===== src/rtl/core/bfx_pkg.sv =====
package bfx_pkg;

    localparam logic [63:0] PR1 = 64'h9E3779B185EBCA87;
    localparam logic [63:0] PR2 = 64'hC2B2AE3D27D4EB4F;
    localparam logic [63:0] PR3 = 64'h165667B19E3779F9;
    localparam logic [63:0] PR4 = 64'h85EBCA77C2B2AE63;
    localparam logic [63:0] PR5 = 64'h27D4EB2F165667C5;

    localparam int BIT_COUNT_W  = 17;
    localparam int HASH_COUNT_W = 4;
    localparam int CFG_INDEX_W  = 2;
    localparam int CFG_DATA_W   = 17;

    localparam logic [CFG_INDEX_W-1:0] REG_BIT_COUNT  = 2'd0;
    localparam logic [CFG_INDEX_W-1:0] REG_HASH_COUNT = 2'd1;

    localparam logic [BIT_COUNT_W-1:0]  BIT_COUNT_RST  = 17'h10000;
    localparam logic [HASH_COUNT_W-1:0] HASH_COUNT_RST = 4'd7;

    localparam logic ACT_ADD   = 1'b0;
    localparam logic ACT_QUERY = 1'b1;

    typedef struct packed {
        logic absorb;
        logic finish;
        logic clear;
    } hc_cmd_t;

    typedef struct packed {
        logic        done;
        logic [63:0] value;
    } hc_stat_t;

    function automatic logic [63:0] rotl64(input logic [63:0] x, input int r);
        return (x << r) | (x >> (64 - r));
    endfunction

endpackage


===== src/rtl/core/bfx_divmod.sv =====
module bfx_divmod import bfx_pkg::*; #(
    parameter int DIV_W = 17
) (
    input  logic             aclk,
    input  logic             aresetn,
    input  logic             start,
    input  logic [63:0]      dividend,
    input  logic [DIV_W-1:0] divisor,
    output logic             done,
    output logic [DIV_W-1:0] remainder
);

    logic [63:0]      q_reg, q_next;
    logic [DIV_W-1:0] d_reg, d_next;
    logic [DIV_W-1:0] rem_reg, rem_next;
    logic [5:0]       cnt_reg, cnt_next;
    logic             busy_reg, busy_next;
    logic             done_reg, done_next;
    logic [DIV_W:0]   trial;

    assign trial = {rem_reg, q_reg[63]};

    always_comb begin
        q_next    = q_reg;
        d_next    = d_reg;
        rem_next  = rem_reg;
        cnt_next  = cnt_reg;
        busy_next = busy_reg;
        done_next = 1'b0;
        if (busy_reg) begin
            q_next = {q_reg[62:0], 1'b0};
            if (trial >= {1'b0, d_reg}) begin
                rem_next = DIV_W'(trial - {1'b0, d_reg});
            end else begin
                rem_next = trial[DIV_W-1:0];
            end
            cnt_next = cnt_reg + 6'd1;
            if (cnt_reg == 6'd63) begin
                busy_next = 1'b0;
                done_next = 1'b1;
            end
        end else if (start) begin
            q_next    = dividend;
            d_next    = divisor;
            rem_next  = '0;
            cnt_next  = 6'd0;
            busy_next = 1'b1;
        end
    end

    always_ff @(posedge aclk) begin
        if (!aresetn) begin
            busy_reg <= 1'b0;
            done_reg <= 1'b0;
            cnt_reg  <= 6'd0;
        end else begin
            busy_reg <= busy_next;
            done_reg <= done_next;
            cnt_reg  <= cnt_next;
        end
        q_reg   <= q_next;
        d_reg   <= d_next;
        rem_reg <= rem_next;
    end

    assign done      = done_reg;
    assign remainder = rem_reg;

endmodule


===== config.mk =====
export PLATFORM = sky130hd
export DESIGN_NAME = bfx_divmod
export DESIGN_NICKNAME = d
export VERILOG_FILES = /design/src/rtl/core/bfx_pkg.sv /design/src/rtl/core/bfx_divmod.sv
export SDC_FILE = /design/constraint.sdc
export NUM_CORES = 1
export LEC_CHECK = 0
export BUFFER_PORTS_ARGS = -buffer_cell sky130_fd_sc_hd__buf_2
export CORE_MARGIN = 5
export CORE_UTILIZATION = 55
export CTS_CLUSTER_SIZE = 24
export DETAILED_ROUTE_END_ITERATION = 10
export GPL_ROUTABILITY_DRIVEN = 0
export GPL_TIMING_DRIVEN = 0
export PLACE_DENSITY = 0.79
export SYNTH_ARGS = -nofsm -noshare
export SYNTH_HDL_FRONTEND = slang
export SYNTH_SLANG_ARGS = --single-unit

===== constraint.sdc =====
create_clock -name aclk -period 3.1 [get_ports aclk]
set_input_delay 0.465 -clock aclk [delete_from_list [all_inputs] [get_ports aclk]]
set_output_delay 0.465 -clock aclk [all_outputs]
set_load 0.02 [all_outputs]

# After elaboration in Yosys (flattened, before gate mapping)
# Index checks and enable logic that the tools add are counted.
dict set report op_classes {
  n_addsub 2
  order_cmp 1
  n_eq_ne 1
  muxes 11
  n_bitwise 1
  n_reduce_logical 3
}
# cell n
set op_table {}
lappend op_table {{$mux W64} 2}
lappend op_table {{$mux W17} 3}
lappend op_table {{$ge A18 B17 Y1} 1}
lappend op_table {{$sub A17 B17 Y17} 1}
lappend op_table {{$mux W6} 2}
lappend op_table {{$add A6 B1 Y6 const B} 1}
lappend op_table {{$eq A6 B6 Y1 const B} 1}
lappend op_table {{$mux W1} 4}
lappend op_table {{$reduce_and A2 Y1} 2}
lappend op_table {{$reduce_bool A2 Y1} 1}
lappend op_table {{$not A1 Y1} 1}
dict set report totals {
  reg_bits 106
  in_bits 84
  out_inout_bits 18
  elab_cells 26
}

# Longest topological paths before layout
# Gate-level depths: netlist of run 1.
dict set report logic_depth {
  depth_word 3
  mapped_depth 11
  ltp_nobuf 10
}

# Worst setup path after synthesis of run 1
# Ideal clock, no wire load.
dict set report synth_timing {
  path_type {reg-to-reg}
  start {reg busy_reg}
  end {reg cnt_reg[2]}
  setup_time_ns 0.223
  t_arrival_ns 2.401
  t_required_ns 2.877
  path_slack_ns 0.476
  path_stages_with_launch 5
  n_path_buf 1
  period_less_slack_ns 2.624
  path_cell_list {dfxtp_1 clkbuf_1 nor2_1 inv_1 a311oi_1}
}
dict set report synth_via {
  elab_chain_cells 1
  elab_cells_between_ends 2
  classes_between {mux: 1; reduce/logical: 1}
}
# element line_no
set synth_rtl {}
lappend synth_rtl {{start, declared} bfx_divmod.sv:17} ;# logic busy_reg, busy_next;
lappend synth_rtl {{start signal, assigned} bfx_divmod.sv:57} ;# busy_reg <= busy_next;
lappend synth_rtl {{$mux W6 or $reduce_bool A2 Y1 (tied branches)} -}
lappend synth_rtl {{end signal, assigned} bfx_divmod.sv:59} ;# cnt_reg <= cnt_next;
lappend synth_rtl {{end, declared} bfx_divmod.sv:16} ;# logic [5:0] cnt_reg, cnt_next;
# Several ways; a longest one is shown, not always the timed one.
# A chain may end at the register's enable or synchronous reset.

# Final worst setup path of run 1
dict set report layout_timing {
  start {reg q_reg[63]}
  end {reg rem_reg[3] (netlist: remainder[3]) (data pin)}
}
dict set report layout_via {
  elab_chain_cells 3
  elab_cells_between_ends 4
  classes_between {add/sub: 1; order compare: 1; mux: 2}
}
# element line_no
set layout_rtl {}
lappend layout_rtl {{start, declared} bfx_divmod.sv:13} ;# logic [63:0] q_reg, q_next;
lappend layout_rtl {{start signal, assigned} bfx_divmod.sv:61} ;# q_reg <= q_next;
lappend layout_rtl {{$sub A17 B17 Y17 or $ge A18 B17 Y1 (tied branches)} {bfx_divmod.sv:33, bfx_divmod.sv:32}}
lappend layout_rtl {{$mux W17 (*)} bfx_divmod.sv:32} ;# if (trial >= {1'b0, d_reg}) begin
lappend layout_rtl {{$mux W17 (*)} bfx_divmod.sv:30} ;# if (busy_reg) begin
lappend layout_rtl {{end signal, assigned} bfx_divmod.sv:63} ;# rem_reg <= rem_next;
lappend layout_rtl {{end, declared} bfx_divmod.sv:15} ;# logic [DIV_W-1:0] rem_reg, rem_next;
# Mark *: on every way between the ends. The rest lies on a longest branch, timed or not.

==> results of run 1 <==
## critical path: cells and delay by family, from the launching register on
family / cells / cell delay (ps)
AO/OA/AOI/OAI: 4 / 1060
adder cells (fa/ha/maj): 2 / 560
flip-flops: 1 / 390
buffers and inverters: 3 / 330
multiplexers: 1 / 170
AND/OR/NAND/NOR: 1 / 60
## final timing paths
check                           from                    endpoint  slack, ps  cells past startpoint
max reg2reg      q_reg[63]$_DFFE_PP_  remainder[3]$_SDFFCE_PN0P_        270                     11
min                       divisor[7]          d_reg[7]$_DFFE_PP_        250                      1
max              q_reg[63]$_DFFE_PP_  remainder[3]$_SDFFCE_PN0P_        270                     11
min reg2reg  cnt_reg[5]$_SDFFE_PN0P_             done$_SDFF_PN0_        490                      2
## area by class of cell
cell class	count	area (um^2)	area share (%)
plain buffers	19	88.8	1.48
clock buffers	12	145	2.42
clock inverters	4	32.5	0.542
inverters	29	111	1.86
multi-input cells	250	1850	30.9
flip-flops and latches	106	3090	51.6
well taps	111	139	2.32
repair buffers	102	533	8.89
## per-stage QoR
step           worst slack [ps]  hold slack [ps]  std cells  cell area [um^2]
2_1_floorplan               476              447        404              5140
3_3_place_gp               -335              468        616              5790
3_5_place_dp                270              477        617              5820
4_1_cts                     259              233        633              6000
5_1_grt                    78.8              230        633              6000
6_report                    268              255        633              6000
## synth_stat cells, drive strengths merged (2+ instances only)
| master | count |
|---|---|
| a211oi | 4 |
| a21o | 6 |
| a21oi | 24 |
| a22o | 62 |
| and3 | 3 |
| buf | 7 |
| clkbuf | 12 |
| dfxtp | 9 |
| edfxtp | 97 |
| ha | 18 |
| inv | 29 |
| mux2i | 9 |
| nand2 | 22 |
| nand2b | 3 |
| nand3 | 6 |
| nand4 | 6 |
| nor2 | 21 |
| nor3 | 4 |
| nor3b | 2 |
| o211ai | 4 |
| o21a | 3 |
| o21ai | 12 |
| o22ai | 3 |
| o32ai | 2 |
| or2 | 4 |
| or3 | 6 |
| xnor2 | 4 |
| xor2 | 6 |
## kinds of logic after synthesis
family | count (synthesis)
AND/OR/NAND/NOR | 80
flip-flops | 106
multiplexers | 10
adder cells (fa/ha/maj) | 19
AO/OA/AOI/OAI | 131
buffers and inverters | 48
XOR/XNOR | 10
## layer usage
layer  vias up  global-route usage, %  share of wire, %
met2       109                   31.6                50
li1       1791                      -                 -
met5         -                      0                 0
met3         2                   6.26               6.8
met4         0                   4.66              0.36
met1      1797                   26.4                43
## power groups by stage
| stage | sequential (mW) | combinational [mW] | clock [mW] |
|---|---|---|---|
| 4_1_cts | 1.81 | 0.834 | 0.834 |
| 3_3_place_gp | 1.84 | 0.799 | 0 |
| 3_5_place_dp | 1.84 | 0.830 | 0 |
| 2_1_floorplan | 1.87 | 0.558 | 0 |
| 5_1_grt | 1.82 | 0.926 | 0.905 |
| 6_report | 1.81 | 0.832 | 0.812 |
==> flow_metrics.env, run 1 <==
export IMPL_status="complete, no violations"
export IMPL_p_sw_mw=1.03
export IMPL_critPathMostFrequentCell="inv_1"
export IMPL_rsz0062_at_grt="no"
export IMPL_track_usage_pct=19.7
export IMPL_ys_async_sr_fraction_pct=0
export IMPL_cts_made_buffers=9
export IMPL_cp_start_kind="register"
export IMPL_fin_crit_ps=2830
export IMPL_layout_common_cells="102 x buf_2, 97 x edfxtp_1, 62 x a22o_1, 27 x inv_1, 24 x a21oi_1"
export IMPL_critical_path_class="register to register"
export IMPL_grt_pass1_wl_mm=17.7
export IMPL_synthCells=404
export IMPL_path_clk_slew_ps=110
export IMPL_htree_levels=3
export IMPL_layout_drive_gt1_share_pct=25.3
export IMPL_wl_mm=10.8
export IMPL_synth_flop_cell="edfxtp_1"
export IMPL_report_final_hold_viol_count=0
export IMPL_p_int_mw=2.42
export IMPL_p_seq_share_pct=52.4
export IMPL_clock_sinks=106
export IMPL_diodes=0
export IMPL_synth_adder_area_share_pct=4.77
export IMPL_fp_dieW_um=107
export IMPL_vdd_drop_max_mv=0.381
export IMPL_finalCritPeriodShare_pct=91.4
export IMPL_finalCoreUtilization_pct=65.2
export IMPL_largest_register_ffs=64
export IMPL_skew_ps=21.2
export IMPL_cts_tree="yes"
export IMPL_relSlewSlack_pct=56.5
export IMPL_die_area_um2=11400
export IMPL_nets=620
export IMPL_synthToLayoutAreaGrowth_pct=16.6
export IMPL_clock_power_share_pct=23.5
export IMPL_route_detailed_drc=0
export IMPL_synth_area_um2=5140
export IMPL_path_cells="inv_1 -> ha_1 -> inv_1 -> fa_1 -> a21o_1 -> a221o_1 -> o21ai_2 -> o311ai_4 -> buf_6 -> mux2i_1 -> nor2_1"
export IMPL_cts_resized=0
export IMPL_end_kind="register"
export IMPL_critPathMaxFanout=10
export IMPL_tightestPinTransition_ps=652
export IMPL_synth_compound_gate_area_share_pct=20.0
export IMPL_fmax_mhz=353
export IMPL_cts_root_buf="clkbuf_8"
export IMPL_dr_first_iter_drc_count=191
export IMPL_yosys_area_share_simple_pct=7.61
export IMPL_n_fill_cell=733
export IMPL_post_cts_buffers=0
export IMPL_initial_utilization_pct=55.9
export IMPL_syn_nets=507
export IMPL_synth_avg_cell_area_um2=12.7
export IMPL_slowest_delay_ps=410
export IMPL_ant_nets=0
export IMPL_antenna_found_initial=0
export IMPL_io_pins=102
export IMPL_powerDensity_nw_per_um2=576
export IMPL_finalSetupTns_ps=0
export IMPL_grt_pass1_vias=3676
export IMPL_hold_buffers=0
export IMPL_synthTopCellsByArea="edfxtp_1 57%, a22o_1 11%, ha_1 4.4%, dfxtp_1 3.5%, a21oi_1 2.3%"
export IMPL_worstPathRequired_ps=3210
export IMPL_viasPerCell=5.84
export IMPL_synth_top_cell_area_share_pct=56.6
export IMPL_setup_viol=0
export IMPL_ys_types=53
export IMPL_leakagePower_nw=2.55
export IMPL_numPortBuffers=101
export IMPL_grt_max_degree=51
export IMPL_die_h_um=107
export IMPL_wl_per_cell_um=17.0
export IMPL_comb_power_share_pct=24.1
export IMPL_cp_arrival_ps=2940
export IMPL_core_area_um2=9200
export IMPL_std_cell_rows=35
export IMPL_dp_hpwl_mm=7.70
export IMPL_synth_xor_area_share_pct=1.70
export IMPL_synth_seq_cells=106
export IMPL_firstDrtPassIters=5
export IMPL_synth_edf_count=97
export IMPL_synth_mux_area_fraction_pct=1.97
export IMPL_yosysWarningCount=0
export IMPL_final_common_cell="buf_2"
export IMPL_hold_class="primary input to register"
export IMPL_yosys_area_top_type="edfxtp_1"
export IMPL_sw_frac_of_total_pct=30.0
export IMPL_cap_viol_max_count=0
export IMPL_vias=3699
export IMPL_clk_latency_ps=380
export IMPL_ctsLongestPathBuffers=2
export IMPL_synth_yosys_seq_area_share_pct=60.1
export IMPL_crit_slowest_cell="fa_1"
export IMPL_synth_top_family_by_area="compound AO/OA/AOI/OAI gates"
export IMPL_slew_viol_final=0
export IMPL_power_mw=3.45
export IMPL_overflow=0
Power figures use the tool's default switching activity.
==> run 2, diff against run 1 <==
--- a/config.mk
+++ b/config.mk
@@ -5,9 +5,10 @@
 export SDC_FILE = /design/constraint.sdc
 export NUM_CORES = 1
 export LEC_CHECK = 0
+export ABC_AREA = 1
 export BUFFER_PORTS_ARGS = -buffer_cell sky130_fd_sc_hd__buf_2
 export CORE_MARGIN = 5
-export CORE_UTILIZATION = 55
+export CORE_UTILIZATION = 56
 export CTS_CLUSTER_SIZE = 24
 export DETAILED_ROUTE_END_ITERATION = 10
 export GPL_ROUTABILITY_DRIVEN = 0
==> flow_metrics.env, run 2 <==
export IMPL_route_detailed_drc=0
export IMPL_fin_area_um2=6470
export IMPL_yosys_area_top_type="edfxtp_1"
export IMPL_initial_utilization_pct=57.1
export IMPL_status="complete, no violations"
export IMPL_track_usage_pct=21.4
export IMPL_rr_worst_depth=11
export IMPL_htree_levels=3
export IMPL_r2r_slack_ps=850
export IMPL_yosysWarningCount=0
export IMPL_timing_rr_end="remainder[15]$_SDFFCE_PN0P_"
export IMPL_wl_mm=12.3
export IMPL_dp_hpwl_mm=9.05
export IMPL_firstDrtPassIters=4
export IMPL_yosysMostFrequentCell="nand2_1"
export IMPL_synth_avg_cell_area_um2=9.77
export IMPL_vdd_drop_max_mv=0.310
export IMPL_end_kind="register"
export IMPL_numPortBuffers=101
export IMPL_finalCoreUtilization_pct=66.6
export IMPL_worst_hold_slack_ps=252
export IMPL_worst_hold_path_endpoint="d_reg[9]$_DFFE_PP_"
export IMPL_slew_viol_final=0
export IMPL_worstHoldStart="divisor[9]"
export IMPL_layout_common_cells="135 x nand2_1, 105 x buf_2, 97 x edfxtp_1, 90 x inv_1, 62 x a22o_1"
export IMPL_std_cell_rows=36
export IMPL_nets=784
export IMPL_critical_path_class="register to register"
export IMPL_synth_yosys_seq_area_share_pct=55.7
export IMPL_powerDensity_nw_per_um2=577
export IMPL_synth_seq_cells=106
export IMPL_grt_pass1_vias=4327
export IMPL_post_cts_buffers=0
export IMPL_reg2reg_from="remainder[6]$_SDFFCE_PN0P_"
export IMPL_synthCells=568
export IMPL_relSlewSlack_pct=56.9
export IMPL_syn_nets=671
export IMPL_setup_viol=0
export IMPL_path_clk_slew_ps=110
export IMPL_fmax_mhz=444
export IMPL_synthTopCellsByArea="edfxtp_1 52%, a22o_1 9.8%, nand2_1 9.1%, inv_1 6.2%, ha_1 4.1%"
export IMPL_n_fill_cell=821
export IMPL_ys_types=34
export IMPL_placed_cell_area_um2=6250
export IMPL_ant_nets=0
export IMPL_cp_start_kind="register"
export IMPL_die_h_um=110
export IMPL_core_area_um2=9730
export IMPL_ctsLongestPathBuffers=2
export IMPL_critPathMostFrequentCell="nor2_1"
export IMPL_fp_dieW_um=110
export IMPL_hold_depth=1
export IMPL_report_final_hold_viol_count=0
export IMPL_clk_latency_ps=380
export IMPL_cts_root_buf="clkbuf_8"
export IMPL_leakagePower_nw=3.17
export IMPL_hold_buffers=0
export IMPL_grt_pass1_wl_mm=19.9
export IMPL_critPathMaxFanout=10
export IMPL_cap_viol_max_count=0
export IMPL_final_common_cell="nand2_1"
export IMPL_fin_crit_ps=2250
export IMPL_cp_arrival_ps=2390
export IMPL_ys_async_sr_fraction_pct=0
export IMPL_synth_top_cell_area_share_pct=52.5
export IMPL_layout_drive_gt1_share_pct=20.8
export IMPL_diodes=0
export IMPL_synth_area_um2=5550
export IMPL_finalCritPeriodShare_pct=72.6
export IMPL_wl_per_cell_um=15.0
export IMPL_io_pins=102
export IMPL_cts_tree="yes"
export IMPL_crit_slowest_cell="edfxtp_1"
export IMPL_largest_register_ffs=64
export IMPL_die_area_um2=12000
export IMPL_skew_ps=16.2
export IMPL_fin_ws_ps=849
export IMPL_synthToLayoutAreaGrowth_pct=16.6
export IMPL_worstPathRequired_ps=3240
export IMPL_vias=4335
export IMPL_tightestPinTransition_ps=646
export IMPL_synth_edf_count=97
export IMPL_dr_first_iter_drc_count=246
export IMPL_cts_resized=0
export IMPL_synthTopCellsByCount="135 x nand2_1, 97 x edfxtp_1, 91 x inv_1"
export IMPL_pre_cts_ws_ps=867
export IMPL_overflow=0
export IMPL_slowest_delay_ps=450
export IMPL_path_cells="ha_1 -> nand2_2 -> nor2_1 -> nand3_1 -> nand3_2 -> nand2_4 -> nand2_8 -> inv_4 -> buf_6 -> nor2_2 -> nor2_1"
export IMPL_viasPerCell=5.29
export IMPL_cts_made_buffers=9
export IMPL_antenna_found_initial=0
export IMPL_hold_class="primary input to register"
export IMPL_synth_flop_cell="edfxtp_1"
export IMPL_clock_sinks=106
export IMPL_rsz0062_at_grt="no"
export IMPL_grt_max_degree=45
==> run 2: how the worst max path moves through the flow <==
stage / startpoint / to / slack [ps]
after floorplan: busy_reg$_SDFF_PN0_ / q_reg[10]$_DFFE_PP_ / 380
after global placement: busy_reg$_SDFF_PN0_ / q_reg[51]$_DFFE_PP_ / -500
after detailed placement: remainder[2]$_SDFFCE_PN0P_ / remainder[15]$_SDFFCE_PN0P_ / 870
after CTS: remainder[2]$_SDFFCE_PN0P_ / remainder[15]$_SDFFCE_PN0P_ / 840
after global routing: remainder[5]$_SDFFCE_PN0P_ / remainder[4]$_SDFFCE_PN0P_ / 670
final: remainder[6]$_SDFFCE_PN0P_ / remainder[15]$_SDFFCE_PN0P_ / 850
==> run 2: stage by stage <==
stage               cells  TNS (ps)  power, mW
detailed placement    803         0       2.78
global route          819         0       3.95
floorplan             568         0       2.51
finish                819         0       3.73
CTS                   819         0       3.75
global placement      802    -40750       2.75
==> run 2: critical path, delay by kind of cell, from the launching register on <==
kind                     cells  cell delay, ps
adder cells (fa/ha/maj)      1             400
buffers and inverters        2             190
flip-flops                   1             450
AND/OR/NAND/NOR              8             960
==> run 2: power breakdown <==
group / switching (mW) / leakage (nW) / internal, mW
clock network: 0.507 / 0.114 / 0.470
registers: 0.0714 / 1.08 / 1.74
logic: 0.584 / 1.97 / 0.359
total: 1.16 / 3.17 / 2.57
==> run 2: cells by family (layout without fill, tap and decap cells) <==
group           count (synthesis)  in the layout  share of synthesized area, %
flops                         106            106                          55.7
xor+xnor                        7              7                          1.10
simple gates                  245            245                          19.2
compound gates                 79             79                          11.4
buf+inv                       112            230                          8.18
fa+ha+maj                      19             19                          4.42
==> run 2: metal layers <==
layer	track usage, %	part of all wire (%)	wire [um]	vias up
met5	0	0	0	-
met4	9.17	2.5	310	0
met3	6.05	8.7	1060	25
met2	34.6	47	5820	154
met1	27.1	41	5070	2012
li1	-	-	-	2144
==> run 2: layout make-up <==
| type | instances | area, um^2 | share of cell area [%] |
|---|---|---|---|
| Sequential cell | 106 | 3090 | 47.8 |
| Multi-Input combinational cell | 350 | 2000 | 31.0 |
| Timing Repair Buffer | 102 | 526 | 8.12 |
| Inverter | 92 | 350 | 5.41 |
| Tap cell | 133 | 166 | 2.57 |
| Clock buffer | 10 | 128 | 1.97 |
| Buffer | 20 | 108 | 1.66 |
| Clock inverter | 6 | 100 | 1.55 |
==> run 3, diff against run 2 <==
==> constraint.sdc (replaced) <==
create_clock -name aclk -period 2.15 [get_ports aclk]
set_input_delay 0.3225 -clock aclk [delete_from_list [all_inputs] [get_ports aclk]]
set_output_delay 0.3225 -clock aclk [all_outputs]
set_load 0.02 [all_outputs]
==> flow_metrics.env, run 3 (synthesis results as in run 2) <==
export IMPL_track_usage_pct=22.1
export IMPL_fp_dieW_um=110
export IMPL_critPathMaxFanout=10
export IMPL_fin_crit_ps=2110
export IMPL_io_pins=102
export IMPL_finalSetupTns_ps=0
export IMPL_cp_arrival_ps=2240
export IMPL_std_cell_rows=36
export IMPL_fmax_mhz=474
export IMPL_route_detailed_drc=0
export IMPL_skew_ps=12.6
export IMPL_viasPerCell=5.32
export IMPL_wl_per_cell_um=15.6
export IMPL_cts_tree="yes"
export IMPL_cap_viol_max_count=0
export IMPL_antenna_found_initial=1
export IMPL_numPortBuffers=101
export IMPL_cts_made_buffers=9
export IMPL_ant_nets=0
export IMPL_end_kind="register"
export IMPL_clock_sinks=106
export IMPL_vdd_drop_max_mv=0.483
export IMPL_powerDensity_nw_per_um2=794
export IMPL_wl_mm=13.2
export IMPL_cts_root_buf="clkbuf_8"
export IMPL_layout_common_cells="122 x nand2_1, 105 x buf_2, 97 x edfxtp_1, 85 x inv_1, 62 x a22o_1"
export IMPL_ctsLongestPathBuffers=2
export IMPL_initial_utilization_pct=57.1
export IMPL_htree_levels=3
export IMPL_path_clk_slew_ps=110
export IMPL_overflow=0
export IMPL_nets=809
export IMPL_dr_first_iter_drc_count=238
export IMPL_die_h_um=110
export IMPL_grt_pass1_wl_mm=20.4
export IMPL_grt_pass1_vias=4382
export IMPL_status="complete, no violations"
export IMPL_final_common_cell="nand2_1"
export IMPL_firstDrtPassIters=4
export IMPL_largest_register_ffs=64
export IMPL_vias=4499
export IMPL_final_cells=845
export IMPL_grt_max_degree=39
export IMPL_clk_latency_ps=380
export IMPL_r2r_slack_ps=40
export IMPL_die_area_um2=12000
export IMPL_layout_drive_gt1_share_pct=30.0
export IMPL_finalCritPeriodShare_pct=98.2
export IMPL_slew_viol_final=0
export IMPL_cp_start_kind="register"
export IMPL_dp_hpwl_mm=9.11
export IMPL_synthToLayoutAreaGrowth_pct=24.7
export IMPL_core_area_um2=9730
export IMPL_tightestPinTransition_ps=691
export IMPL_place_inst=804
export IMPL_hold_class="primary input to register"
export IMPL_leakagePower_nw=3.28
export IMPL_critical_path_class="register to register"
export IMPL_report_final_hold_viol_count=0
export IMPL_setup_viol=0
export IMPL_n_fill_cell=716
export IMPL_worstPathRequired_ps=2280
export IMPL_relSlewSlack_pct=54.0
run 3: cell types whose count changed in the layout (fill, tap and decap cells not counted), sizes merged:
cell      previous run  this run
inv                 94        95
buf                116       141
clkinvlp             0         1
diode                0         1
bufinv               2         0
run 3: layer usage:
layer	GRT usage [%]	up-vias	wire [um]
met1	27.3	2100	5320
li1	-	2193	-
met5	0	-	7
met3	6.58	31	1130
met4	7.93	2	337
met2	36.7	173	6390
run 3: worst paths after layout:
path                                    from                          end  depth (start not counted)
setup / recovery  remainder[7]$_SDFFCE_PN0P_  remainder[14]$_SDFFCE_PN0P_                         11
hold / removal                   divisor[16]          d_reg[16]$_DFFE_PP_                          1
setup reg to reg  remainder[7]$_SDFFCE_PN0P_  remainder[14]$_SDFFCE_PN0P_                         11
hold reg to reg        q_reg[0]$_SDFFE_PP0P_        q_reg[0]$_SDFFE_PP0P_                          2
run 3: power by group:
| group | internal [mW] | switching [mW] |
|---|---|---|
| clock network | 0.452 | 0.733 |
| registers | 2.51 | 0.118 |
| logic | 0.725 | 0.955 |
| total | 3.69 | 1.81 |
run 3: final cells by class:
type	count	area, um^2	share of cell area, %
clock inverter	6	57.6	0.831
timing repair buffer	127	729	10.5
buffer	20	134	1.93
tap	133	166	2.40
multi-input combinational	350	2260	32.7
sequential	106	3090	44.7
antenna	1	2.50	0.0361
inverter	92	352	5.08
clock buffer	10	128	1.84
run 3: critical path, cell delays in order, from the launching register on:
cell and delay, ps:
edfxtp_1 480, ha_4 330, nand2_2 100, nor2_2 180, nand3_2 120, nand3_2 120
nand2_4 100, nand2_8 90, inv_4 50, buf_12 140, nor2_2 100, nor2_1 40
run 3: through the flow:
stage	util [%]	instance area [um^2]	total power [mW]	setup WS (ps)	hold WS, ps
finish	71.2	6930	5.50	39.6	119
global route	71.2	6920	5.79	-56.6	90.0
CTS	68.3	6650	5.28	2.93	106
detailed placement	64.6	6290	4.01	-55.0	477
global placement	64.2	6250	3.96	-605	460
floorplan	-	5570	3.62	-17.3	421
run 3: repair_timing:
item / 4_1_cts / 5_1_grt
setup buffers: 6 / 17
endpoints found under the setup margin: 13 / 15
resized for setup: 11 / 40
endpoints found under the hold margin: 0 / 0
cloned: 0 / 1
pin swaps: 4 / 19
hold buffers: 0 / 0
